[config.mk]
export PLATFORM = sky130hd
export DESIGN_NAME = html_entity_decoder_top
export DESIGN_NICKNAME = d
export VERILOG_FILES = /design/src/design/hed_pkg.sv /design/src/design/hed_cell.sv /design/src/design/hed_match.sv /design/src/design/html_entity_decoder_top.sv
export VERILOG_INCLUDE_DIRS = /design/src /design/src/design
export SDC_FILE = /design/constraint.sdc
export NUM_CORES = 1
export LEC_CHECK = 0
export BUFFER_PORTS_ARGS = -buffer_cell sky130_fd_sc_hd__buf_2
export CORE_ASPECT_RATIO = 0.7
export CORE_UTILIZATION = 60
export CTS_CLUSTER_SIZE = 10
export DETAILED_ROUTE_END_ITERATION = 8
export HOLD_SLACK_MARGIN = 0.08
export PLACE_DENSITY_LB_ADDON = 0.1
export SLEW_MARGIN = 20
export SYNTH_ARGS = -nofsm -noshare
export SYNTH_HDL_FRONTEND = slang
export SYNTH_SLANG_ARGS = --single-unit
[constraint.sdc]
create_clock -name clk -period 5.3 [get_ports clk]
set_clock_uncertainty 0.2 [all_clocks]
set_input_delay 0 -clock clk [delete_from_list [all_inputs] [get_ports clk]]
set_output_delay 0 -clock clk [all_outputs]
set_load 0.02 [all_outputs]
[src/design/assert_macros.svh]
// Assertion helpers used by the decoder top level.
`ifndef ASSERT_MACROS_SVH
`define ASSERT_MACROS_SVH

// Checked on every rising edge outside reset.
`define HED_ASSERT(lbl, prop) \
  lbl: assert property (@(posedge clk) disable iff (!rst_n) prop) \
    else $error("hed check failed");

// Checked on every rising edge, reset included.
`define HED_ASSERT_ALWAYS(lbl, prop) \
  lbl: assert property (@(posedge clk) prop) \
    else $error("hed check failed");

`endif

[src/design/hed_pkg.sv]
`timescale 1ns / 1ps
// ----------------------------------------------------------------------------
// hed_pkg
// Entity table, shared types and sizes for the HTML entity decoder.
// ----------------------------------------------------------------------------
package hed_pkg;

  localparam int ENT_NUM     = 6;
  localparam int ENT_MAX_LEN = 7;
  localparam int CELL_NUM    = 7;   // six held bytes plus the incoming one

  localparam logic [7:0] CH_AMP = 8'h26;

  // Entity text, padded with zeros past its length.
  localparam logic [7:0] ENT_TEXT [ENT_NUM][ENT_MAX_LEN] = '{
    '{8'h26, 8'h67, 8'h74, 8'h3B, 8'h00, 8'h00, 8'h00},  // &gt;
    '{8'h26, 8'h6C, 8'h74, 8'h3B, 8'h00, 8'h00, 8'h00},  // &lt;
    '{8'h26, 8'h61, 8'h6D, 8'h70, 8'h3B, 8'h00, 8'h00},  // &amp;
    '{8'h26, 8'h71, 8'h75, 8'h6F, 8'h74, 8'h3B, 8'h00},  // &quot;
    '{8'h26, 8'h61, 8'h70, 8'h6F, 8'h73, 8'h3B, 8'h00},  // &apos;
    '{8'h26, 8'h66, 8'h72, 8'h61, 8'h73, 8'h6C, 8'h3B}   // &frasl;
  };

  localparam logic [2:0] ENT_LEN [ENT_NUM] = '{3'd4, 3'd4, 3'd5, 3'd6, 3'd6, 3'd7};

  localparam logic [7:0] ENT_SYM [ENT_NUM] = '{8'h3E, 8'h3C, 8'h26, 8'h22, 8'h27, 8'h2F};

  // What an accepted word does to the chain.
  typedef enum logic [2:0] {
    ACT_NEW_AMP,    // flush held bytes, hold the new '&'
    ACT_DECODE,     // entity complete, emit its symbol
    ACT_EXTEND,     // still a prefix, hold one more byte
    ACT_MISMATCH,   // emit held bytes and the new byte
    ACT_PASS        // nothing held, emit the byte
  } hed_act_t;

  typedef struct packed {
    logic                 full;
    logic                 prefix;
    logic [7:0]           sym;
    logic [ENT_NUM-1:0]   alive_nxt;
  } hed_match_t;

  typedef struct packed {
    logic shift;
    logic load_c;
    logic load_sym;
  } hed_cell_ctl_t;

endpackage

[src/design/hed_cell.sv]
`timescale 1ns / 1ps
// ----------------------------------------------------------------------------
// hed_cell
// One byte slot of the hold/flush chain; shifts toward slot zero.
// ----------------------------------------------------------------------------
module hed_cell (
  input  logic                   clk,
  input  hed_pkg::hed_cell_ctl_t ctl,
  input  logic [7:0]             right_byte,
  input  logic [7:0]             new_byte,
  input  logic [7:0]             sym_byte,
  output logic [7:0]             cell_byte
);
  import hed_pkg::*;

  logic [7:0] byte_r;
  logic [7:0] byte_nxt;

  always_comb begin
    priority if (ctl.load_sym) begin
      byte_nxt = sym_byte;
    end else if (ctl.load_c) begin
      byte_nxt = new_byte;
    end else if (ctl.shift) begin
      byte_nxt = right_byte;
    end else begin
      byte_nxt = byte_r;
    end
  end

  always_ff @(posedge clk) begin
    byte_r <= byte_nxt;
  end

  assign cell_byte = byte_r;

endmodule

[src/design/hed_match.sv]
`timescale 1ns / 1ps
// ----------------------------------------------------------------------------
// hed_match
// Compares one new byte against every entity still alive at this position.
// ----------------------------------------------------------------------------
module hed_match (
  input  logic [hed_pkg::ENT_NUM-1:0] alive,
  input  logic [2:0]                  pos,
  input  logic [7:0]                  ch,
  output hed_pkg::hed_match_t         res
);
  import hed_pkg::*;

  logic [ENT_NUM-1:0] hit;
  logic [ENT_NUM-1:0] done;
  logic [2:0]         pos_inc;
  logic [7:0]         sym;

  assign pos_inc = 3'(pos + 3'd1);

  always_comb begin
    sym = 8'h00;
    for (int e = 0; e < ENT_NUM; e++) begin
      hit[e]  = alive[e] && (pos < ENT_LEN[e]) && (ENT_TEXT[e][pos] == ch);
      done[e] = hit[e] && (pos_inc == ENT_LEN[e]);
      if (done[e]) begin
        sym = sym | ENT_SYM[e];
      end
    end
  end

  assign res.full      = |done;
  assign res.prefix    = |(hit & ~done);
  assign res.sym       = sym;
  assign res.alive_nxt = hit & ~done;

endmodule

[src/design/html_entity_decoder_top.sv]
`timescale 1ns / 1ps
// Result words leave the byte chain through a single output register, which
// raises out_valid. Throughput: one word per cycle while out_ready holds; an
// item yielding k words blocks input until its last word shifts out. Items
// that only extend a held prefix yield no word and never block input, unless
// in_end_of_text is set. Reset (rst_n low, synchronous) empties the chain
// counts and the output register; held byte contents are not cleared.
`include "assert_macros.svh"
// ----------------------------------------------------------------------------
// html_entity_decoder_top
// Decodes &gt; &lt; &amp; &quot; &apos; &frasl; in a byte stream.
// ----------------------------------------------------------------------------
module html_entity_decoder_top (
  input  logic       clk,
  input  logic       rst_n,
  input  logic       in_valid,
  output logic       in_ready,
  input  logic [7:0] in_char,
  input  logic       in_end_of_text,
  output logic       out_valid,
  input  logic       out_ready,
  output logic [7:0] out_char,
  output logic       out_last_of_run,
  output logic       out_text_done
);
  import hed_pkg::*;

  logic [2:0]         cnt_r,   cnt_nxt;
  logic [2:0]         drain_r, drain_nxt;
  logic               eot_r,   eot_nxt;
  logic [ENT_NUM-1:0] alive_r, alive_nxt;
  logic               out_valid_r, out_valid_nxt;
  logic [7:0]         out_char_r;
  logic               out_last_r;
  logic               out_done_r;

  logic       shifting;
  logic       accept;
  logic [2:0] n_base;
  logic [2:0] n_inc;
  hed_act_t   act;
  hed_match_t m;

  hed_cell_ctl_t cell_ctl [CELL_NUM];
  logic [7:0]    cell_q   [CELL_NUM];

  assign shifting = (drain_r != 3'd0) && (!out_valid_r || out_ready);
  assign in_ready = (drain_r == 3'd0) || ((drain_r == 3'd1) && shifting);
  assign accept   = in_valid && in_ready;
  assign n_base   = shifting ? 3'(cnt_r - 3'd1) : cnt_r;
  assign n_inc    = 3'(n_base + 3'd1);

  hed_match u_match (
    .alive (alive_r),
    .pos   (n_base),
    .ch    (in_char),
    .res   (m)
  );

  always_comb begin
    priority if (in_char == CH_AMP) begin
      act = ACT_NEW_AMP;
    end else if (n_base != 3'd0 && m.full) begin
      act = ACT_DECODE;
    end else if (n_base != 3'd0 && m.prefix && n_base < 3'(CELL_NUM - 1)) begin
      act = ACT_EXTEND;
    end else if (n_base != 3'd0) begin
      act = ACT_MISMATCH;
    end else begin
      act = ACT_PASS;
    end
  end

  always_comb begin
    cnt_nxt   = n_base;
    drain_nxt = shifting ? 3'(drain_r - 3'd1) : drain_r;
    eot_nxt   = eot_r;
    alive_nxt = alive_r;
    if (accept) begin
      eot_nxt = in_end_of_text;
      unique case (act)
        ACT_NEW_AMP: begin
          cnt_nxt   = n_inc;
          drain_nxt = in_end_of_text ? n_inc : n_base;
          alive_nxt = '1;
        end
        ACT_DECODE: begin
          cnt_nxt   = 3'd1;
          drain_nxt = 3'd1;
        end
        ACT_EXTEND: begin
          cnt_nxt   = n_inc;
          drain_nxt = in_end_of_text ? n_inc : 3'd0;
          alive_nxt = m.alive_nxt;
        end
        ACT_MISMATCH: begin
          cnt_nxt   = n_inc;
          drain_nxt = n_inc;
        end
        ACT_PASS: begin
          cnt_nxt   = 3'd1;
          drain_nxt = 3'd1;
        end
        default: begin
          cnt_nxt   = n_base;
        end
      endcase
    end
  end

  // Append the new byte right after the surviving held bytes, or load the decoded symbol into cell zero.
  always_comb begin
    for (int k = 0; k < CELL_NUM; k++) begin
      cell_ctl[k].shift    = shifting;
      cell_ctl[k].load_c   = accept && (act != ACT_DECODE) && (n_base == 3'(k));
      cell_ctl[k].load_sym = accept && (act == ACT_DECODE) && (k == 0);
    end
  end

  for (genvar k = 0; k < CELL_NUM; k++) begin : g_cell
    logic [7:0] right_byte;
    if (k == CELL_NUM - 1) begin : g_end
      assign right_byte = 8'h00;
    end else begin : g_mid
      assign right_byte = cell_q[k+1];
    end
    hed_cell u_cell (
      .clk        (clk),
      .ctl        (cell_ctl[k]),
      .right_byte (right_byte),
      .new_byte   (in_char),
      .sym_byte   (m.sym),
      .cell_byte  (cell_q[k])
    );
  end

  always_comb begin
    if (shifting) begin
      out_valid_nxt = 1'b1;
    end else if (out_ready) begin
      out_valid_nxt = 1'b0;
    end else begin
      out_valid_nxt = out_valid_r;
    end
  end

  always_ff @(posedge clk) begin
    if (!rst_n) begin
      cnt_r       <= 3'd0;
      drain_r     <= 3'd0;
      eot_r       <= 1'b0;
      alive_r     <= '0;
      out_valid_r <= 1'b0;
    end else begin
      cnt_r       <= cnt_nxt;
      drain_r     <= drain_nxt;
      eot_r       <= eot_nxt;
      alive_r     <= alive_nxt;
      out_valid_r <= out_valid_nxt;
    end
  end

  // Output word follows cell zero as the chain advances.
  always_ff @(posedge clk) begin
    if (shifting) begin
      out_char_r <= cell_q[0];
      out_last_r <= (drain_r == 3'd1);
      out_done_r <= (drain_r == 3'd1) && eot_r;
    end
  end

  assign out_valid       = out_valid_r;
  assign out_char        = out_char_r;
  assign out_last_of_run = out_last_r;
  assign out_text_done   = out_done_r;

  `HED_ASSERT(a_drain_le_cnt, drain_r <= cnt_r)
  `HED_ASSERT(a_held_fits, 3'(cnt_r - drain_r) <= 3'(CELL_NUM - 1))
  `HED_ASSERT(a_done_is_last, out_valid && out_text_done |-> out_last_of_run)
  `HED_ASSERT(a_eot_empties, accept && in_end_of_text |=> cnt_r == drain_r)
  `HED_ASSERT_ALWAYS(a_reset_idle, !rst_n |=> !out_valid && drain_r == 3'd0)

endmodule
* Word level (Yosys, flattened, before mapping)
Memories as Yosys holds them, arrays and structs flattened. Index checks and enable logic that the tools add are counted.
Operators by class: order comparisons 5, equality and inequality tests 23, mux-type cells 48, reductions and logical operators 56, bitwise logic cells 3, add/sub/neg operators 3
Operators by type and width (count):
- $mux W8 | 27
- $eq A8 B8 Y1 | 6
- $mux W6 | 6
- $logic_and A1 B1 Y1 | 34
- $mux W3 | 10
- $eq A3 B3 Y1 const B | 8
- $reduce_bool A2 Y1 | 8
- $eq A3 B2 Y1 const B | 4
- $lt A3 B3 Y1 const B | 4
- $pmux W3 S4 | 1
- $pmux W6 S2 | 1
- $reduce_or A6 Y1 | 2
- $eq A3 B1 Y1 const B | 3
- $logic_not A3 Y1 | 3
- $reduce_bool A3 Y1 | 3
- $eq A8 B6 Y1 const B | 1
- $and A6 B6 Y6 | 1
- $not A6 Y6 | 1
- $pmux W3 S2 | 1
- $sub A3 B1 Y3 const B | 2
- $ge A4 B4 Y1 const B | 1
- $not A3 Y4 | 1
- $add A3 B1 Y3 const B | 1
- $ne A3 B1 Y1 const B | 1
- 6 further kinds | 8
Word-level totals: memories kept 6, register bits 80, bits in read-only memories 384, input bits 13, output and inout port bits 12, logic and storage cells 159
Memory list:
- (name not given) | words 8, width 8, read ports 1, clocked after Yosys merged registers in 0, write ports 0, line hed_match.sv:24 | hit[e] = alive[e] && (pos < ENT_LEN[e]) && (ENT_TEXT[e][pos] == ch);
- (name not given) | words 8, width 8, read ports 1, clocked after Yosys merged registers in 0, write ports 0, line hed_match.sv:24
- (name not given) | words 8, width 8, read ports 1, clocked after Yosys merged registers in 0, write ports 0, line hed_match.sv:24
- (name not given) | words 8, width 8, read ports 1, clocked after Yosys merged registers in 0, write ports 0, line hed_match.sv:24
- (name not given) | words 8, width 8, read ports 1, clocked after Yosys merged registers in 0, write ports 0, line hed_match.sv:24
- (name not given) | words 8, width 8, read ports 1, clocked after Yosys merged registers in 0, write ports 0, line hed_match.sv:24

* Longest topological paths before layout
depth in word-level cells 24, gate-level depth with buffers 21, mapped depth without buffers 18

* Cells and area by module
Synthesis repeated with hierarchy kept, for this count alone.
Second synthesis, totals: cells, all modules 526, area total of the unflattened synthesis 5261.3 µm²
By module, submodules not included:
- hed_cell | area each 412.9 µm², cells each 35, times used 7, sequential area each 240.2 µm²
- html_entity_decoder_top | area each 1332.5 µm², cells each 128, times used 1, sequential area each 580.6 µm²
- hed_match | area each 1038.5 µm², cells each 153, times used 1, sequential area each 0.0 µm²

* Least setup slack after synthesis
No wires, ideal clock.
path type reg-to-reg, from reg cnt_r[0], to reg g_cell[6].u_cell.byte_r[0] (enable), stages on the path, launching flop included 20, path slack 0.586 ns, data required time 4.817 ns, data arrival time 4.231 ns, setup time 0.283 ns, buffers on the path 3, path through dfxtp_1 clkinv_1 ha_1 clkbuf_1 or3_1 nand2_1 inv_1 ha_1 clkbuf_1 xnor2_1 nor3_1 o211ai_1 or3_1 nor3_1 a32oi_2 o211ai_2 and2_1 buf_6 a21oi_1 or2_1
Between the ends: word-level cells in the longest chain between the ends 21
Ends and longest elaborated chain:
- start: declaration | line html_entity_decoder_top.sv:28 | logic [2:0] cnt_r, cnt_nxt;
- start signal: assignment | line html_entity_decoder_top.sv:155 | cnt_r <= cnt_nxt;
- $sub A3 B1 Y3 | line html_entity_decoder_top.sv:50 | assign n_base = shifting ? 3'(cnt_r - 3'd1) : cnt_r;
- $mux W3 * | line html_entity_decoder_top.sv:50
- $not A3 Y4 (not written as such) | line hed_match.sv:24
- $mem_v2 Z8 W8
- $mux W8 (not written as such) (2 in a row) | line hed_match.sv:24
- $eq A8 B8 Y1 | line hed_match.sv:24
- $logic_and A1 B1 Y1 | line hed_match.sv:24
- $logic_and A1 B1 Y1 | line hed_match.sv:25 | done[e] = hit[e] && (pos_inc == ENT_LEN[e]);
- (+3 left out)
- $logic_and A1 B1 Y1 (2 in a row) | line html_entity_decoder_top.sv:65 | end else if (n_base != 3'd0 && m.prefix && n_base < 3'(CELL_NUM - 1)) begin
- $mux W3 | line html_entity_decoder_top.sv:65
- $mux W3 | line html_entity_decoder_top.sv:63 | end else if (n_base != 3'd0 && m.full) begin
- $mux W3 | line html_entity_decoder_top.sv:61 | priority if (in_char == CH_AMP) begin
- $ne A3 B1 Y1 | line html_entity_decoder_top.sv:115 | cell_ctl[k].load_c = accept && (act != ACT_DECODE) && (n_base == 3'(k));
- $logic_and A1 B1 Y1 | line html_entity_decoder_top.sv:115
- $logic_and A1 B1 Y1 * | line html_entity_decoder_top.sv:115
- $reduce_bool A2 Y1 (no line) *
- end signal: assignment | line hed_cell.sv:32 | byte_r <= byte_nxt;
- end: declaration | line hed_cell.sv:16 | logic [7:0] byte_r;
Mark *: on every way between the ends. The rest lies on a longest branch, timed or not. The select of a mux whose other input is x is not followed. A chain may end at the register's enable or synchronous reset.

* Worst setup path in the final report
from reg drain_r[0], to reg g_cell[1].u_cell.byte_r[6], data pin
Between the ends: word-level cells in the longest chain between the ends 22
Ends and longest elaborated chain:
- start: declaration | line html_entity_decoder_top.sv:29 | logic [2:0] drain_r, drain_nxt;
- start signal: assignment | line html_entity_decoder_top.sv:156 | drain_r <= drain_nxt;
- $reduce_bool A3 Y1 | line html_entity_decoder_top.sv:47 | assign shifting = (drain_r != 3'd0) && (!out_valid_r || out_ready);
- $logic_and A1 B1 Y1 | line html_entity_decoder_top.sv:47
- $mux W3 | line html_entity_decoder_top.sv:50
- $not A3 Y4 (not written as such) | line hed_match.sv:24
- $mem_v2 Z8 W8
- $mux W8 (not written as such) (2 in a row) | line hed_match.sv:24
- $eq A8 B8 Y1 | line hed_match.sv:24
- $logic_and A1 B1 Y1 | line hed_match.sv:24
- (+6 left out)
- $mux W3 | line html_entity_decoder_top.sv:65
- $mux W3 | line html_entity_decoder_top.sv:63
- $mux W3 | line html_entity_decoder_top.sv:61
- $ne A3 B1 Y1 | line html_entity_decoder_top.sv:115
- $logic_and A1 B1 Y1 | line html_entity_decoder_top.sv:115
- $logic_and A1 B1 Y1 * | line html_entity_decoder_top.sv:115
- $mux W8 * | line hed_cell.sv:22 | end else if (ctl.load_c) begin
- via g_cell[1].u_cell.byte_nxt[6] | line hed_cell.sv:17 | logic [7:0] byte_nxt;
- end signal: assignment | line hed_cell.sv:32
- end: declaration | line hed_cell.sv:16
The timed path passes the listed nets; every way through them passes the cells marked *. The select of a mux whose other input is x is not followed.

==> impl_metrics.ini <==
[status]
outcome = finished clean

[worst_hold_path]
worstHoldPathCells = 3
hold_class = input port to flop

[synth]
synth-seq-cells = 80
synth_cells = 536
yosys.area.top_type = edfxtp_1
synth_flop_cell = edfxtp_1
synth-edff-count = 66
synthDistinctLibCells = 78
synth_nets = 563
synth-seq-area-share_pct = 41.0
synthArstFlopShare_pct = 0
synth.most_common_cell = edfxtp_1
yosys_warnings = 0
synth_commonest_cells = edfxtp_1, nand2_1, nor2_1
synth.cell_area_mm2 = 0.00552
synth_top_area_share_pct = 35.9
synth_area_leaders = edfxtp_1, mux2_4, dfxtp_1
avgSynthCellArea_um2 = 10.3

[floorplanning]
dieArea_mm2 = 0.00959
initial_core_util_pct = 63.5
rows = 28
fp.dieH_um = 82.2
core_region_area_mm2 = 0.00869
die_w_um = 117
io-pin-count = 25

[pwr]
leakage_nw = 2.29
p_total_mw = 4.57
pwr_density_cell_mw_per_mm2 = 738
p_comb_share_pct = 58.4
p_int_mw = 2.57
peakVddDrop_uv = 456
pwr-share-seq_pct = 26.9
p_sw_mw = 2.00
clkPwrFrac_pct = 14.7
switching_share_pct = 43.7

[clock_tree]
cts.sink_count = 80
cts_buffers = 9
clkTransAtPathRegs_ns = 0.06
htreeDepth = 3
clock_latency_ns = 0.35
ctsLongestPathBuffers = 2
root_buffer = clkbuf_16
cts_tree = yes

[critical_path]
r2r_slack_ns = 0.29
r2r_cells = 18
cp_max_fo = 7
worstSetupStartpointType = flop
required_ns = 5.19
critPathCaptureType = flop
cp.arrival_ns = 4.90
crit_type = flop to flop

[placed_design]
dpl_worst_slack_ns = 0.263
placed_area_mm2 = 0.00578
place_congestion = 1.04
port_buffers = 24
dp_hpwl_mm = 11.2

[global_route]
antenna_found_initial = 0
gr-total-overflow = 0
grt_pass1_wl_mm = 23.9
grt_use_total_pct = 35.2
grt_pass1_vias = 4262
grt_max_degree = 28

[timing]
setup_viol = 0
post-route-period-util_pct = 94.5
layout_min_cycle_time_ns = 5.01
hold_violations = 0
slew_violations = 0
max_freq_mhz = 200
worst_slack_ns = 0.290
max_slew_margin_pct = 55.6
whs_ns = 0.110
worst_pin_slew_ns = 0.659
setup_tns_ns = 0
rsz0062_at_grt = no

[drt]
routedWlPerCell_um = 22.9
routed_wl_mm = 15.8
via_count = 4585
vias_per_cell = 6.64
route.detailed.drc = 0
drt-pass1-iter-count = 5
drtAntennaViolNets = 0
dr.first_iter.drc_count = 640

[final_layout]
syn2layout_area_growth_pct = 12.2
fin_area_mm2 = 0.00619
diodes = 0
num-fill-cells = 658
drive_gt1_share_pct = 23.6
nets = 593

[job]
cap_violations = 0
layout by cell type, fill, tap and decap left out, types with 8 or more instances in the layout:
master / count
dlygate4sd3_1: 9
o211ai_1: 8
clkbuf_16: 9
nand2_1: 35
nor2b_1: 13
nand3_1: 20
buf_4: 27
inv_1: 18
nor2_1: 31
ha_1: 14
edfxtp_1: 66
a21oi_1: 28
o21ai_0: 29
nor3_1: 18
buf_2: 24
mux2_2: 17
xnor2_1: 15
mux2_4: 24
dfxtp_1: 14
and2_1: 12
a211oi_1: 11
registers in the layout, summed over array words and instances, names as in the netlist:
| name | cells |
|---|---|
| cnt_r | 3 |
| out_valid | 1 |
| out_last_of_run | 1 |
| alive_r | 6 |
| drain_r | 3 |
| eot_r | 1 |
| g_cell.u_cell.cell_byte | 56 |
| out_char | 8 |
| out_text_done | 1 |
kinds of logic (layout without fill, tap and decap cells):
| logic type | Yosys count | count (layout) | synth area share (%) |
|---|---|---|---|
| and+or+nand+nor | 170 | 170 | 16.5 |
| DFF | 80 | 80 | 41.0 |
| adders and majority gates | 14 | 14 | 3.18 |
| buffers and inverters | 63 | 98 | 5.40 |
| muxes | 45 | 45 | 11.0 |
| AOI/OAI and AO/OA | 141 | 141 | 19.1 |
| xor gates and xnor gates | 23 | 23 | 3.90 |
power groups by stage:
stage	combinational, mW	sequential [mW]	clock [mW]
after global placement	2.52	1.22	0
after floorplan	1.82	1.26	0
after global routing	2.82	1.26	0.706
final	2.67	1.23	0.671
after CTS	2.57	1.23	0.671
after detailed placement	2.54	1.24	0
through the flow:
stage	cells	util, %
6_report	691	71.2
5_1_grt	691	71.2
4_1_cts	691	71.2
3_5_place_dp	666	66.5
3_3_place_gp	666	66.5
2_1_floorplan	536	-
timing repair:
item	4_1_cts	5_1_grt
gates resized for setup	0	2
endpoints found under the setup margin	0	43
setup buffers	0	0
hold buffers	9	0
endpoints found under the hold margin	31	0
layer usage:
metal | global-route usage (%) | up-vias | wire (um)
li1 | - | 2074 | -
met1 | 48.3 | 2150 | 6690
met2 | 47.9 | 323 | 6390
met3 | 17.9 | 38 | 2470
met4 | 9.62 | 0 | 244
met5 | 3.89 | - | 0
critical path: stages, from the launching register on:
cell	delay, ns
dfxtp_1	0.35
inv_1	0.09
ha_1	0.23
nor2b_2	0.20
or3_1	0.42
nand2_1	0.18
inv_1	0.13
ha_1	0.33
xnor2_1	0.17
nor3_1	0.33
o211ai_1	0.12
or3_1	0.45
nor3_1	0.27
a32oi_2	0.18
o211ai_2	0.15
and2_2	0.33
a21oi_4	0.13
buf_4	0.19
mux2_4	0.30
final cells by class:
class                           instances  area (um^2)  share of cell area, %
Multi-Input combinational cell        393         2960                   47.8
Sequential cell                        80         2260                   36.6
Timing Repair Buffer                   60          413                   6.67
Clock buffer                           10          229                   3.70
Tap cell                              120          150                   2.43
Clock inverter                          6         90.1                   1.46
Inverter                               22         85.1                   1.37
final timing paths:
kind | endpoint | from
setup / recovery | g_cell[1].u_cell.cell_byte[6] | drain_r[0]
hold / removal | cnt_r[0] | in_valid
setup reg to reg | g_cell[1].u_cell.cell_byte[6] | drain_r[0]
hold reg to reg | out_char[6] | g_cell[0].u_cell.cell_byte[6]
No activity file was read; power rests on OpenSTA's default activity.
